--- src/hw/rtl/rrqs_pkg.sv ---
package rrqs_pkg;

	// Ready queue geometry.
	localparam int QUEUE_DEPTH = 16;
	localparam int CNT_W       = $clog2(QUEUE_DEPTH + 1);

	// Field widths fixed by the interface.
	localparam int ID_W    = 8;
	localparam int BURST_W = 16;
	localparam int SLICE_W = 8;
	localparam int OCC_W   = 5;

	localparam logic [SLICE_W-1:0] TIME_SLICE_RESET = 8'd10;

	localparam logic MODE_ADD      = 1'b0;
	localparam logic MODE_DISPATCH = 1'b1;

	typedef enum logic [1:0] {
		STATUS_OK    = 2'd0,
		STATUS_FULL  = 2'd1,
		STATUS_EMPTY = 2'd2
	} status_t;

	// Per-cell control: load the given task, or take the neighbor's task.
	typedef struct packed {
		logic               shift;
		logic               load;
		logic [ID_W-1:0]    id;
		logic [BURST_W-1:0] burst;
	} cell_ctrl_t;

endpackage

--- src/hw/rtl/round_robin_quantum_scheduler_unit.sv ---
// Round-robin time-slice scheduler. Tasks wait in a ready queue built as a
// row of QUEUE_DEPTH cells; cell 0 always holds the task at the head, and
// the queue tail is the cell just past the last occupied one. An add word
// writes its task straight into the tail cell, or is rejected with status
// full when every cell is taken. A dispatch word grants the head task the
// smaller of the time slice and its remaining burst; every cell then takes
// its upper neighbor's task, so the queue moves one place toward the head,
// and a task with burst left is written back into the new tail cell in the
// same cycle. A dispatch on an empty queue reports status empty. Each input
// word yields exactly one result word. An accepted word's result is loaded
// into the output register on the next clock edge; a new word is taken
// every cycle while the output register is empty or being drained, so the
// rate is one word per cycle, set by the head-cell read, the grant compare
// and subtract, and the cell update that all fall in the same cycle. A time
// slice of zero is treated as one. The time slice register is written
// through cfg_we and cfg_wdata and resets to ten.
module round_robin_quantum_scheduler_unit (
	input  logic                         clk,
	input  logic                         arst_n,
	input  logic                         cfg_we,
	input  logic [rrqs_pkg::SLICE_W-1:0] cfg_wdata,
	input  logic                         in_valid,
	output logic                         in_ready,
	input  logic                         mode,
	input  logic [rrqs_pkg::ID_W-1:0]    task_id,
	input  logic [rrqs_pkg::BURST_W-1:0] task_burst,
	output logic                         out_valid,
	input  logic                         out_ready,
	output logic [rrqs_pkg::ID_W-1:0]    run_id,
	output logic [rrqs_pkg::SLICE_W-1:0] run_time,
	output logic [rrqs_pkg::BURST_W-1:0] remaining,
	output logic                         finished,
	output logic [1:0]                   status,
	output logic [rrqs_pkg::OCC_W-1:0]   occupancy
);
	import rrqs_pkg::*;

	// Configuration and queue bookkeeping.
	logic [SLICE_W-1:0] time_slice_q;
	logic [CNT_W-1:0]   count_q;
	logic [CNT_W-1:0]   count_d;

	// Result register.
	logic               out_valid_q;
	logic [ID_W-1:0]    run_id_q;
	logic [SLICE_W-1:0] run_time_q;
	logic [BURST_W-1:0] remaining_q;
	logic               finished_q;
	status_t            status_q;

	// Cell row.
	cell_ctrl_t         ctrl   [QUEUE_DEPTH];
	logic [ID_W-1:0]    cell_id    [QUEUE_DEPTH];
	logic [BURST_W-1:0] cell_burst [QUEUE_DEPTH];

	// Decode of the current word.
	logic               accept;
	logic               empty;
	logic               full;
	logic [SLICE_W-1:0] quantum;
	logic [SLICE_W-1:0] grant;
	logic [BURST_W-1:0] rem;
	logic               do_add;
	logic               do_disp;
	logic               requeue;
	logic [CNT_W-1:0]   load_slot;
	logic [ID_W-1:0]    load_id;
	logic [BURST_W-1:0] load_burst;

	assign in_ready = !out_valid_q || out_ready;
	assign accept   = in_valid && in_ready;
	assign empty    = (count_q == '0);
	assign full     = (count_q == CNT_W'(QUEUE_DEPTH));

	assign quantum = (time_slice_q == '0) ? SLICE_W'(1) : time_slice_q;
	assign grant   = (cell_burst[0] < {{(BURST_W-SLICE_W){1'b0}}, quantum})
		? cell_burst[0][SLICE_W-1:0] : quantum;
	assign rem     = cell_burst[0] - {{(BURST_W-SLICE_W){1'b0}}, grant};

	assign do_add  = accept && (mode == MODE_ADD) && !full;
	assign do_disp = accept && (mode == MODE_DISPATCH) && !empty;
	assign requeue = do_disp && (rem != '0);

	// An unfinished task lands in the cell the last task leaves in the shift; an added task lands in the tail cell.
	always_comb begin
		if (mode == MODE_ADD) begin
			load_slot  = count_q;
			load_id    = task_id;
			load_burst = task_burst;
		end else begin
			load_slot  = count_q - CNT_W'(1);
			load_id    = cell_id[0];
			load_burst = rem;
		end
	end

	always_comb begin
		count_d = count_q;
		if (do_add) begin
			count_d = count_q + CNT_W'(1);
		end else if (do_disp && !requeue) begin
			count_d = count_q - CNT_W'(1);
		end
	end

	generate
		for (genvar i = 0; i < QUEUE_DEPTH; i++) begin : g_cell
			logic [ID_W-1:0]    nbr_id;
			logic [BURST_W-1:0] nbr_burst;

			if (i == QUEUE_DEPTH - 1) begin : g_last
				assign nbr_id    = '0;
				assign nbr_burst = '0;
			end else begin : g_mid
				assign nbr_id    = cell_id[i+1];
				assign nbr_burst = cell_burst[i+1];
			end

			always_comb begin
				ctrl[i].shift = do_disp;
				ctrl[i].load  = (do_add || requeue) && (load_slot == CNT_W'(i));
				ctrl[i].id    = load_id;
				ctrl[i].burst = load_burst;
			end

			rrqs_cell u_cell (
				.clk       (clk),
				.ctrl      (ctrl[i]),
				.nbr_id    (nbr_id),
				.nbr_burst (nbr_burst),
				.id        (cell_id[i]),
				.burst     (cell_burst[i])
			);
		end
	endgenerate

	always_ff @(posedge clk or negedge arst_n) begin
		if (!arst_n) begin
			time_slice_q <= TIME_SLICE_RESET;
		end else if (cfg_we) begin
			time_slice_q <= cfg_wdata;
		end
	end

	always_ff @(posedge clk or negedge arst_n) begin
		if (!arst_n) begin
			count_q     <= '0;
			out_valid_q <= 1'b0;
		end else begin
			count_q <= count_d;
			if (accept) begin
				out_valid_q <= 1'b1;
			end else if (out_ready) begin
				out_valid_q <= 1'b0;
			end
		end
	end

	// Result payload; fields other than status and occupancy are zero unless
	// a task was actually dispatched.
	always_ff @(posedge clk) begin
		if (accept) begin
			run_id_q    <= do_disp ? cell_id[0] : '0;
			run_time_q  <= do_disp ? grant : '0;
			remaining_q <= do_disp ? rem : '0;
			finished_q  <= do_disp && !requeue;
			if (mode == MODE_ADD) begin
				status_q <= full ? STATUS_FULL : STATUS_OK;
			end else begin
				status_q <= empty ? STATUS_EMPTY : STATUS_OK;
			end
		end
	end

	assign out_valid = out_valid_q;
	assign run_id    = run_id_q;
	assign run_time  = run_time_q;
	assign remaining = remaining_q;
	assign finished  = finished_q;
	assign status    = status_q;
	assign occupancy = OCC_W'(count_q);

	// The queue never holds more tasks than it has cells.
	a_count_bound: assert property (@(posedge clk) disable iff (!arst_n)
		count_q <= CNT_W'(QUEUE_DEPTH))
		else $error("queue count exceeds depth");

	// An accepted word always produces a result on the next edge.
	a_result_follows: assert property (@(posedge clk) disable iff (!arst_n)
		accept |=> out_valid_q)
		else $error("accepted word produced no result");

	// A full status is only shown while the queue is full.
	a_full_occ: assert property (@(posedge clk) disable iff (!arst_n)
		(out_valid_q && status_q == STATUS_FULL) |-> (count_q == CNT_W'(QUEUE_DEPTH)))
		else $error("full status with queue not full");

	// A retired task has no burst left and was dispatched successfully.
	a_finished: assert property (@(posedge clk) disable iff (!arst_n)
		(out_valid_q && finished_q) |-> (remaining_q == '0 && status_q == STATUS_OK))
		else $error("finished task with burst left");

endmodule

--- src/hw/rtl/rrqs_cell.sv ---
module rrqs_cell (
	input  logic                         clk,
	input  rrqs_pkg::cell_ctrl_t         ctrl,
	input  logic [rrqs_pkg::ID_W-1:0]    nbr_id,
	input  logic [rrqs_pkg::BURST_W-1:0] nbr_burst,
	output logic [rrqs_pkg::ID_W-1:0]    id,
	output logic [rrqs_pkg::BURST_W-1:0] burst
);
	import rrqs_pkg::*;

	logic [ID_W-1:0]    id_q;
	logic [BURST_W-1:0] burst_q;

	// A direct load wins over the shift, so the tail slot takes the new task.
	always_ff @(posedge clk) begin
		if (ctrl.load) begin
			id_q    <= ctrl.id;
			burst_q <= ctrl.burst;
		end else if (ctrl.shift) begin
			id_q    <= nbr_id;
			burst_q <= nbr_burst;
		end
	end

	assign id    = id_q;
	assign burst = burst_q;

endmodule
--- config.mk ---
export PLATFORM = sky130hd
export DESIGN_NAME = round_robin_quantum_scheduler_unit
export DESIGN_NICKNAME = d
export VERILOG_FILES = /design/src/hw/rtl/rrqs_pkg.sv /design/src/hw/rtl/round_robin_quantum_scheduler_unit.sv /design/src/hw/rtl/rrqs_cell.sv
export SDC_FILE = /design/constraint.sdc
export NUM_CORES = 1
export LEC_CHECK = 0
export ABC_AREA = 1
export BUFFER_PORTS_ARGS = -buffer_cell sky130_fd_sc_hd__buf_2
export CORE_MARGIN = 1
export CORE_UTILIZATION = 55
export CTS_CLUSTER_DIAMETER = 30
export DETAILED_ROUTE_END_ITERATION = 7
export PLACE_DENSITY_LB_ADDON = 0.2
export SYNTH_ARGS = -nofsm -noshare
export SYNTH_HDL_FRONTEND = slang
export SYNTH_SLANG_ARGS = --single-unit
--- constraint.sdc ---
create_clock -name clk -period 5.2 [get_ports clk]
set_input_delay 1.04 -clock clk [delete_from_list [all_inputs] [get_ports clk]]
set_output_delay 1.04 -clock clk [all_outputs]
set_load 0.05 [all_outputs]
**Word level (Yosys, flattened, before mapping)**

Index checks and enable logic that the tools add are counted.

- Input port bits: 38
- Output and inout bits: 42
- Register bits after elaboration: 433

- Bitwise operators: 1
- Magnitude comparators: 1
- Mux-type cells: 76
- Reductions and logical operators: 51
- Equal/unequal tests: 16
- $add $sub $neg: 3

Operators by type and width:

| operator | count |
|---|---|
| $mux W16 | 33 |
| $mux W8 | 35 |
| $eq A5 B4 Y1 const B | 8 |
| $reduce_bool A2 Y1 | 18 |
| $logic_and A1 B1 Y1 | 23 |
| $eq A5 B3 Y1 const B | 4 |
| $lt A16 B8 Y1 | 1 |
| $reduce_bool A16 Y1 | 1 |
| $sub A16 B8 Y16 | 1 |
| $mux W5 | 3 |
| $eq A5 B2 Y1 const B | 2 |
| $logic_not A5 Y1 | 2 |
| $logic_not A8 Y1 | 1 |
| $add A5 B1 Y5 const B | 1 |
| $eq A5 B1 Y1 const B | 1 |
| $eq A5 B5 Y1 const B | 1 |
| $sub A5 B1 Y5 const B | 1 |
| $logic_not A1 Y1 | 4 |
| $mux W2 | 2 |
| $mux W1 | 3 |
| $logic_or A1 B1 Y1 | 2 |
| $not A1 Y1 | 1 |

**Logic depth before layout (Yosys ltp)**

Gate-level depths: netlist of the first run.

- Depth in word-level cells: 11
- Gate-level depth with buffers: 33
- Depth with buffers taken out: 30

**Cells and area by module**

Synthesis of the first run repeated with hierarchy kept, for this count alone.

- Cells, all modules: 2,168
- Area total of the unflattened synthesis: 21,055.2 um^2

Modules (own cells, without submodules):

| module | area each (um^2) | cells each | instances |
|---|---|---|---|
| rrqs_cell | 1,082.3 | 103 | 16 |
| round_robin_quantum_scheduler_unit | 3,738.6 | 520 | 1 |

**Least setup slack after synthesis of the first run**

Ideal clock, no wire load.

- Path kind: register to register
- Start point: register time_slice_q[3]
- End point: register g_cell[4].u_cell.burst_q[0] (enable)
- Slack: 674 ps
- Arrival: 4,145 ps
- Required time: 4,819 ps
- Clock period less this slack: 4,526 ps
- Cell stages (with the launch flop): 30
- Path buffers: 3
- Path through: dfstp_2 inv_1 ha_1 nand2_1 o21ai_0 nand2_1 nand2_1 clkbuf_1 o21ai_0 inv_1 ha_1 inv_1 fa_1 nand2_1 nand2_1 nand3_1 nand2_1 nand2_1 nand2_1 nand2_1 nand2_1 nand2_1 nor2_2 nand2_1 nand2_1 nand2_4 buf_6 nand2_4 buf_6 nand2_1

- Cells in the longest elaborated chain, start to end: 10

Ends and longest elaborated chain:

| element | line | source |
|---|---|---|
| start: declaration | round_robin_quantum_scheduler_unit.sv:39 | `logic [SLICE_W-1:0] time_slice_q;` |
| start signal: assignment | round_robin_quantum_scheduler_unit.sv:141 | `time_slice_q <= cfg_wdata;` |
| $logic_not A8 Y1 | round_robin_quantum_scheduler_unit.sv:75 | `assign quantum = (time_slice_q == '0) ? SLICE_W'(1) : time_slice_q;` |
| $mux W8 (*) | round_robin_quantum_scheduler_unit.sv:75 |  |
| $lt A16 B8 Y1 | round_robin_quantum_scheduler_unit.sv:76 | `assign grant = (cell_burst[0] < {{(BURST_W-SLICE_W){1'b0}}, quantum})` |
| $mux W8 (*) | round_robin_quantum_scheduler_unit.sv:77 | `? cell_burst[0][SLICE_W-1:0] : quantum;` |
| named net grant[0] | round_robin_quantum_scheduler_unit.sv:61 | `logic [SLICE_W-1:0] grant;` |
| $sub A16 B8 Y16 (*) | round_robin_quantum_scheduler_unit.sv:78 | `assign rem = cell_burst[0] - {{(BURST_W-SLICE_W){1'b0}}, grant};` |
| $reduce_bool A16 Y1 (*) | round_robin_quantum_scheduler_unit.sv:82 | `assign requeue = do_disp && (rem != '0);` |
| $logic_and A1 B1 Y1 (*) | round_robin_quantum_scheduler_unit.sv:82 |  |
| $logic_or A1 B1 Y1 (*) | round_robin_quantum_scheduler_unit.sv:121 | `ctrl[i].load = (do_add \|\| requeue) && (load_slot == CNT_W'(i));` |
| $logic_and A1 B1 Y1 (*) | round_robin_quantum_scheduler_unit.sv:121 |  |
| $reduce_bool A2 Y1 (no source line) (*) | - |  |
| end signal: assignment | rrqs_cell.sv:18 | `burst_q <= ctrl.burst;` |
| end signal: assignment | rrqs_cell.sv:21 | `burst_q <= nbr_burst;` |
| end: declaration | rrqs_cell.sv:12 | `logic [BURST_W-1:0] burst_q;` |

The timed path passes the listed nets; every way through them passes the cells marked *.
A chain may end at the register's enable or synchronous reset.

**Final worst setup path of the first run**

- Start point: register time_slice_q[3]
- End point: register g_cell[2].u_cell.burst_q[5] (enable)

- Cells in the longest elaborated chain, start to end: 10

Ends and longest elaborated chain:

| element | line | source |
|---|---|---|
| $logic_not A8 Y1 | round_robin_quantum_scheduler_unit.sv:75 |  |
| $mux W8 (*) | round_robin_quantum_scheduler_unit.sv:75 |  |
| $lt A16 B8 Y1 | round_robin_quantum_scheduler_unit.sv:76 |  |
| $mux W8 (*) | round_robin_quantum_scheduler_unit.sv:77 |  |
| named net grant[0] | round_robin_quantum_scheduler_unit.sv:61 |  |
| $sub A16 B8 Y16 (*) | round_robin_quantum_scheduler_unit.sv:78 |  |
| named net rem[1] | round_robin_quantum_scheduler_unit.sv:62 | `logic [BURST_W-1:0] rem;` |
| $reduce_bool A16 Y1 (*) | round_robin_quantum_scheduler_unit.sv:82 |  |
| $logic_and A1 B1 Y1 (*) | round_robin_quantum_scheduler_unit.sv:82 |  |
| $logic_or A1 B1 Y1 (*) | round_robin_quantum_scheduler_unit.sv:121 |  |
| $logic_and A1 B1 Y1 (*) | round_robin_quantum_scheduler_unit.sv:121 |  |
| $reduce_bool A2 Y1 (no source line) (*) | - |  |
| end signal: assignment | rrqs_cell.sv:18 |  |
| end signal: assignment | rrqs_cell.sv:21 |  |
| end: declaration | rrqs_cell.sv:12 |  |

Marked as above.

==> results of run 1 <==
metrics by stage:
stage / utilization [%] / instances / setup slack, ps / area, µm² / hold slack [ps]
floorplan: - / 2180 / 674 / 20800 / 487
global placement: 58.9 / 2702 / 421 / 21700 / 490
detailed placement: 58.9 / 2702 / 346 / 21700 / 493
CTS: 67.3 / 2868 / 331 / 24800 / 342
global route: 67.5 / 2875 / 37.1 / 24900 / 362
finish: 67.5 / 2875 / 506 / 24900 / 350
registers in the layout, summed over array words and instances (netlist names):
register / flops
g_cell.u_cell.burst: 256
g_cell.u_cell.id: 128
remaining: 16
run_id: 8
run_time: 8
time_slice_q: 8
occupancy: 5
status: 2
finished: 1
out_valid: 1
synth_stat cells (all sizes together):
library cell  number
a21oi              7
and2               1
buf              108
clkbuf            32
dfrtp             12
dfstp              2
edfxtp           419
fa                 1
ha                17
inv              104
nand2            900
nand3            396
nand3b             3
nand4              3
nor2             106
nor3               5
o21ai             52
or2                4
xnor2              3
xor2               5
logic make-up after synthesis:
family | after synthesis | synth area share (%)
AOI/OAI and AO/OA | 59 | 1.44
adders and majority gates | 18 | 1.12
DFF | 433 | 62.2
and+or+nand+nor | 1418 | 29.1
xor gates and xnor gates | 8 | 0.337
buffers and inverters | 244 | 5.74
metal layers:
| metal | vias up | global-route usage [%] |
|---|---|---|
| li1 | 7549 | - |
| met1 | 7506 | 35.7 |
| met2 | 658 | 47.0 |
| met3 | 132 | 5.03 |
| met4 | 0 | 13.2 |
| met5 | - | 0 |
critical path, delay by kind of cell (launching register included):
family | cells | cell delay [ps]
AO/OA/AOI/OAI | 2 | 300
adder cells (fa/ha/maj) | 3 | 910
AND/OR/NAND/NOR | 17 | 1880
flip-flops | 1 | 510
buffers and inverters | 6 | 830
what timing repair did:
action,in CTS,in global routing
setup endpoints to repair,0,597
resized for setup,0,11
hold endpoints to repair,0,0
hold buffers,0,0
buffers inserted,0,4
cell type report:
| type | instances | area share, % |
|---|---|---|
| flip-flops and latches | 433 | 52.0 |
| multi-input cells | 1504 | 26.9 |
| clock buffers | 101 | 9.33 |
| repair buffers | 162 | 4.51 |
| clock inverters | 65 | 3.16 |
| well taps | 504 | 2.53 |
| inverters | 104 | 1.57 |
| diodes | 2 | 0.0201 |
worst max path at each step:
stage                    startpoint                          end  slack (ps)  cells past startpoint
global placement    time_slice_q[7]  g_cell[13].u_cell.burst[13]         420                     29
CTS                 time_slice_q[7]   g_cell[15].u_cell.burst[3]         330                     30
detailed placement  time_slice_q[7]  g_cell[15].u_cell.burst[10]         350                     30
floorplan           time_slice_q[3]    g_cell[4].u_cell.burst[0]         670                     29
finish              time_slice_q[3]    g_cell[2].u_cell.burst[5]         510                     28
global route        time_slice_q[3]       g_cell[9].u_cell.id[5]          40                     28
power groups by stage:
stage / registers, µW / clock network [µW] / logic, µW
5_1_grt: 4850 / 5980 / 3100
2_1_floorplan: 4960 / 0 / 1800
6_report: 4800 / 5810 / 2830
4_1_cts: 4800 / 5820 / 2790
3_5_place_dp: 4860 / 0 / 2760
3_3_place_gp: 4850 / 0 / 2710
==> flow_summary.yaml, run 1 <==
logic_synthesis:
  ys_types: 33
  synth.top_cell.area_share_pct: 60.5
  syn_inst: 2180
  netlist_top_cells_area: "edfxtp_1 (61%), nand2_1 (16%), nand3_1 (9.5%)"
  syn_avg_cell_area_um2: 9.53
  synth_fp_nets: 2236
  yosys_warnings: 0
  synth_area_mm2: 0.0208
  yosys.area.top_type: "edfxtp_1"
  synth-seq-cells: 433
  ys_seq_area_share_pct: 62.2
route:
  postRouteAntennaNets: 0
  highest_layer: "met4"
  drt-pass1-iter-count: 6
  wl_met3_mm: 3.75
  routedLengthMet1_mm: 21.0
  drt_wl_total_mm: 53.0
  wl_met2_mm: 26.3
  drt-initial-drc-count: 1334
  vias: 15800
  routedWlPerCell_um: 18.4
  routed_via_density: 5.51
  route.detailed.drc: 0
floorplan:
  io_pins: 80
  dieArea_mm2: 0.0386
  core-area_mm2: 0.0369
  die_x_um: 196
  die_h_um: 196
  rows: 70
  initial_core_util_pct: 56.4
final_layout:
  regArea_mm2: 0.0129
  drive_gt1_share_pct: 15.3
  layout_commonest_cell: "nand2_1"
  fill_cells: 2792
  nets: 2351
  area_delta_synth_final_pct: 19.8
  final_cell_mix: "nand2_1 (882), edfxtp_1 (419), nand3_1 (395)"
  multiInputGateArea_mm2: 0.00670
setup_path:
  reg2reg_setup_slack_ps: 510
  slowest_delay_ps: 510
  worstPathMaxFanout: 25
  reg2reg_depth: 28
  crit_arrival_ps: 5040
  critical_path_class: "register to register"
  r2r_start: "time_slice_q[3]"
  timing.rr.end: "g_cell[2].u_cell.burst[5]"
  worst_path_most_repeated_cell: "nand2_1"
  start_kind: "register"
  crit_slowest_cell: "dfstp_2"
  cp.required_ps: 5550
  end_kind: "register"
status:
  status: "finished, final reports clean"
global_routing:
  first_global_vias: 15400
  grt_max_degree: 65
  grt_overflow: 0
  antenna_found_initial: 2
  grt_use_total_pct: 28.1
  grt_pass1_wl_mm: 82.7
run:
  drv_cap: 0
clock_tree:
  cts_tree: "done"
  clk_pin_slew_ps: 50
  cts_root_buf: "clkbuf_16"
  clock_sinks: 433
  cts_made_buffers: 90
  cts.htree.levels: 3
  worstSkewPairLatency_ps: 620
  clk_path_buf_depth: 3
sta:
  finalSetupViolCount: 0
  post-route-min-period_ps: 4690
  finalClockSkew_ps: 27.6
  worst_pin_slew_ps: 1260
  timing.final.crit_share_pct: 90.3
  fin_setup_tns_ps: 0
  rsz0062_at_grt: "false"
  hold_viol_final: 0
  slew-limit-headroom_pct: 16.0
  maxSlewViolCount: 0
  fmax_mhz: 213
pwr:
  totalPowerFinal_uw: 13400
  pwr-share-comb_pct: 21.1
  power.density_mw_per_mm2: 540
  p_int_uw: 9210
  p_seq_share_pct: 35.7
  power_switching_uw: 4230
  swShare_pct: 31.5
  total_leakage_power_uw: 0.0110
  power_frac_clock_pct: 43.2
  ir_worst_vdd_mv: 0.354
placed_design:
  routabilityCongestion: 0.904
  portBuffers: 79
  dp_hpwl_mm: 34.6
hold_path:
  hp-class: "input pin to async pin"
No activity file was read; power rests on OpenSTA's default activity.
==> inputs of run 2 (changes only) <==
--- a/config.mk
+++ b/config.mk
@@ -9,6 +9,7 @@
 export BUFFER_PORTS_ARGS = -buffer_cell sky130_fd_sc_hd__buf_2
 export CORE_MARGIN = 1
 export CORE_UTILIZATION = 55
+export CTS_BUF_LIST = sky130_fd_sc_hd__clkbuf_8
 export CTS_CLUSTER_DIAMETER = 30
 export DETAILED_ROUTE_END_ITERATION = 7
 export PLACE_DENSITY_LB_ADDON = 0.2
==> flow_summary.yaml, run 2 (synthesized netlist as in run 1, its figures left out) <==
setup_path:
  crit_slowest_cell: "fa_1"
  crit_buf_inv: 8
  cp.required_ps: 5580
  slowest_delay_ps: 430
  crit_arrival_ps: 5110
  end_kind: "register"
  critPathTopFamily: "simple AND/OR/NAND/NOR gates"
  worstPathMaxFanout: 16
  worst_path_most_repeated_cell: "nand2_1"
  critical_path_class: "register to register"
  start_kind: "register"
route:
  route.detailed.drc: 0
  drt_wl_total_mm: 52.5
  drt-pass1-iter-count: 5
  drt-initial-drc-count: 1387
  vias: 15900
  postRouteAntennaNets: 0
  routedWlPerCell_um: 18.3
  routed_via_density: 5.51
global_routing:
  grt_max_degree: 65
  first_global_vias: 15100
  grt_pass1_wl_mm: 81.4
  antenna_found_initial: 1
  grt_use_total_pct: 27.6
  grt_overflow: 0
sta:
  hold_viol_final: 0
  hold_ws_ps: 290
  finalSetupViolCount: 0
  timing.final.crit_share_pct: 90.9
  maxSlewViolCount: 0
  fin_setup_tns_ps: 0
  fmax_mhz: 212
  worst_pin_slew_ps: 1270
  post-route-min-period_ps: 4720
  slew-limit-headroom_pct: 15.2
  rsz0062_at_grt: "false"
  finalClockSkew_ps: 50.5
final_layout:
  area_delta_synth_final_pct: 14.9
  regArea_mm2: 0.0129
  largest_reg_flops: 256
  drive_gt1_share_pct: 15.3
  final_cell_mix: "nand2_1 (882), edfxtp_1 (419), nand3_1 (395)"
  fill_cells: 2969
  fin_area_mm2: 0.0239
  multiInputGateArea_mm2: 0.00672
  layout_commonest_cell: "nand2_1"
  nets: 2357
clock_tree:
  cts_made_buffers: 93
  cts.htree.levels: 3
  worstSkewPairLatency_ps: 680
  cts_root_buf: "clkbuf_8"
  hold_buffers: 0
  clock_sinks: 433
  cts_tree: "done"
  clk_path_buf_depth: 3
  clk_pin_slew_ps: 60
floorplan:
  initial_core_util_pct: 56.4
  rows: 70
  dieArea_mm2: 0.0386
  core-area_mm2: 0.0369
  die_h_um: 196
  io_pins: 80
  die_x_um: 196
placed_design:
  dp_hpwl_mm: 34.6
  portBuffers: 79
  routabilityCongestion: 0.904
  dpl_cell_area_mm2: 0.0217
pwr:
  total_leakage_power_uw: 0.0106
  power.density_mw_per_mm2: 489
  totalPowerFinal_uw: 11700
  ir_worst_vdd_mv: 0.272
hold_path:
  hp-class: "input pin to async pin"
status:
  status: "finished, final reports clean"
run:
  drv_cap: 0
[run 2: cell types whose count changed in the layout (fill, tap and decap cells not counted), sizes merged]
cell / delta
buf: +2
inv: +9
clkinvlp: +1
bufinv: +1
clkinv: -6
diode: -1
clkbuf: -5
nand3: +1
[run 2: per-layer routing]
metal	part of all wire, %	global-route usage [%]	up-vias
met5	0	0	-
li1	-	-	7552
met2	49	45.4	667
met4	3.1	11.8	0
met3	7.7	5.51	112
met1	40	35.6	7519
[run 2: metrics by stage]
stage                     worst slack [ps]  util, %  instances
after floorplan                        674        -       2180
after global placement                 421     58.9       2702
after detailed placement               346     58.9       2702
after CTS                              312     64.5       2868
after global routing                  76.0     64.8       2877
final                                  475     64.8       2877
[run 2: power by group]
group | switching, µW | leakage [µW] | internal [µW]
Clock | 1610 | 0.00106 | 2440
Sequential | 187 | 0.00408 | 4610
Combinational | 2110 | 0.00543 | 726
Total | 3910 | 0.0106 | 7780
[run 2: layout make-up]
type                            instances  area share [%]
Inverter                              104            1.63
Clock inverter                         70            3.14
Tap cell                              504            2.64
Clock buffer                           96            5.53
Antenna cell                            1          0.0105
Multi-Input combinational cell       1505            28.1
Sequential cell                       433            54.2
Timing Repair Buffer                  164            4.77
[run 2: path summary, 6_finish.rpt]
| kind | start | end | slack [ps] | cells past startpoint |
|---|---|---|---|---|
| worst max-delay path | time_slice_q[7] | g_cell[1].u_cell.id[4] | 480 | 29 |
| worst min-delay path | arst_n | occupancy[1] | 290 | 1 |
| worst max register to register | time_slice_q[7] | g_cell[1].u_cell.id[4] | 480 | 29 |
| worst min register to register | g_cell[12].u_cell.burst[0] | g_cell[11].u_cell.burst[0] | 500 | 2 |
| max in group asynchronous | arst_n | time_slice_q[1] | 4530 | 1 |
| min in group clk | g_cell[12].u_cell.burst[0] | g_cell[11].u_cell.burst[0] | 500 | 2 |
[run 2: timing repair]
item | 4_1_cts | 5_1_grt
buffers inserted | 0 | 6
endpoints found under the setup margin | 0 | 597
resized for setup | 0 | 12
[run 2: worst register-to-register path, delay by kind of cell, from the launching register on]
family / cells / cell delay (ps)
AND/OR/NAND/NOR: 17 / 1850
buffers and inverters: 8 / 1180
adder cells (fa/ha/maj): 3 / 870
AO/OA/AOI/OAI: 1 / 190
flip-flops: 1 / 370
==> inputs of run 3 (changes only) <==
==> constraint.sdc (replaced) <==
create_clock -name clk -period 5.2 [get_ports clk]
set_input_delay 0.26 -clock clk [delete_from_list [all_inputs] [get_ports clk]]
set_output_delay 0.26 -clock clk [all_outputs]
set_load 0.05 [all_outputs]
==> flow_summary.yaml, run 3 (synthesized netlist as in run 1, its figures left out) <==
floorplan:
  die_h_um: 196
  rows: 70
  io_pins: 80
  core-area_mm2: 0.0369
  initial_core_util_pct: 56.4
  dieArea_mm2: 0.0386
  die_x_um: 196
clock_tree:
  clk_pin_slew_ps: 60
  clk_path_buf_depth: 3
  worstSkewPairLatency_ps: 640
  cts_root_buf: "clkbuf_8"
  cts_tree: "done"
  cts_made_buffers: 89
  cts.htree.levels: 3
  clock_sinks: 433
placed_design:
  dp_hpwl_mm: 34.5
  routabilityCongestion: 0.905
  portBuffers: 79
  place_ws_ps: 318
  placed_cells: 2700
setup_path:
  start_kind: "register"
  worstPathMaxFanout: 34
  crit_slowest_cell: "fa_1"
  end_kind: "register"
  cp.required_ps: 5530
  critical_path_class: "register to register"
  worst_path_most_repeated_cell: "nand2_1"
  crit_arrival_ps: 5100
  slowest_delay_ps: 420
final_layout:
  final_cell_mix: "nand2_1 (883), edfxtp_1 (419), nand3_1 (395)"
  drive_gt1_share_pct: 14.6
  largest_reg_flops: 256
  area_delta_synth_final_pct: 15.0
  fin_cells: 2895
  nets: 2371
  finish.utilization_pct: 64.8
  layout_commonest_cell: "nand2_1"
pwr:
  pwr-share-comb_pct: 24.8
  power.density_mw_per_mm2: 479
  power_switching_uw: 3870
  power_frac_clock_pct: 33.3
  p_int_uw: 7580
  swShare_pct: 33.8
  total_leakage_power_uw: 0.0106
  p_seq_share_pct: 41.9
  ir_worst_vdd_mv: 0.248
sta:
  rsz0062_at_grt: "false"
  slew-limit-headroom_pct: 16.6
  timing.final.crit_share_pct: 91.7
  worst_pin_slew_ps: 1250
  fmax_mhz: 210
  fin_setup_tns_ps: 0
  maxSlewViolCount: 0
  hold_viol_final: 0
  post-route-min-period_ps: 4770
  finalSetupViolCount: 0
  fin_ws_ps: 434
  finalClockSkew_ps: 30.1
global_routing:
  first_global_vias: 15600
  antenna_found_initial: 4
  grt_max_degree: 58
  grt_use_met1_pct: 36.7
  use_met3_pct: 4.53
  grt.busiest_layer: "met2"
  met2_usage_pct: 46.9
  grt_overflow: 0
  grt_pass1_wl_mm: 83.5
  grt_use_total_pct: 28.2
hold_path:
  hp-class: "input pin to register"
route:
  routed_via_density: 5.51
  drt-pass1-iter-count: 6
  routedWlPerCell_um: 18.4
  drt-initial-drc-count: 1427
  drt_wl_total_mm: 53.4
  postRouteAntennaNets: 0
  vias: 15900
  route.detailed.drc: 0
run:
  drv_cap: 0
status:
  status: "finished, final reports clean"
run 3: changes by cell type in the layout (fill, tap and decap cells not counted), moves of 4 or more:
cell and delta:
dlygate4sd3_1 +22, clkinv_2 +9, clkinv_4 -4, clkinv_1 +6
clkinvlp_4 -4, clkbuf_8 -5
run 3: worst paths after layout:
kind                       slack (ps)  cells past startpoint                          end                  startpoint
setup / recovery                  430                     31  g_cell[13].u_cell.burst[13]             time_slice_q[7]
hold / removal                     70                      2              time_slice_q[4]                      cfg_we
setup reg to reg                  430                     31  g_cell[13].u_cell.burst[13]             time_slice_q[7]
hold reg to reg                   490                      2   g_cell[8].u_cell.burst[13]  g_cell[9].u_cell.burst[13]
max in group asynchronous        4770                      2              time_slice_q[3]                      arst_n
min in group asynchronous         100                      2              time_slice_q[7]                      arst_n
run 3: final cells by class:
cell class / instances / area (µm²)
fillers: 2895 / 13000
clock buffers: 91 / 1250
diodes: 3 / 7.51
repair buffers: 182 / 1320
flip-flops and latches: 433 / 12900
well taps: 504 / 631
multi-input cells: 1505 / 6710
inverters: 104 / 390
clock inverters: 73 / 659
run 3: repair_timing:
item                                    in CTS  in global routing
resized for setup                            0                  3
hold endpoints to repair                    24                  0
endpoints found under the setup margin       0                444
hold buffers                                22                  0
setup buffers                                0                  4
run 3: metrics by stage:
step	hold WS, ps	cell area (µm²)	power (µW)
6_report	73.3	23900	11500
5_1_grt	78.0	23900	12000
4_1_cts	36.5	23800	11400
3_5_place_dp	203	21700	7630
3_3_place_gp	200	21700	7560
2_1_floorplan	-35.6	20800	6750
run 3: power by group through the flow:
stage          sequential, µW  combinational, µW  clock, µW
2_1_floorplan            4960               1800          0
6_report                 4790               2840       3810
5_1_grt                  4840               3120       3990
4_1_cts                  4800               2800       3840
3_5_place_dp             4860               2770          0
3_3_place_gp             4850               2710          0
run 3: layer usage:
metal,wire [µm],up-vias
met1,21400,7548
met2,26300,668
met5,12,-
met4,1780,2
li1,-,7589
met3,3900,132
run 3: worst max-delay path, delay by kind of cell, from the launching register on:
kind | cells | cell delay [ps]
adders and majority gates | 2 | 560
DFF | 1 | 370
AOI/OAI and AO/OA | 4 | 580
and+or+nand+nor | 20 | 2210
buffers and inverters | 5 | 710
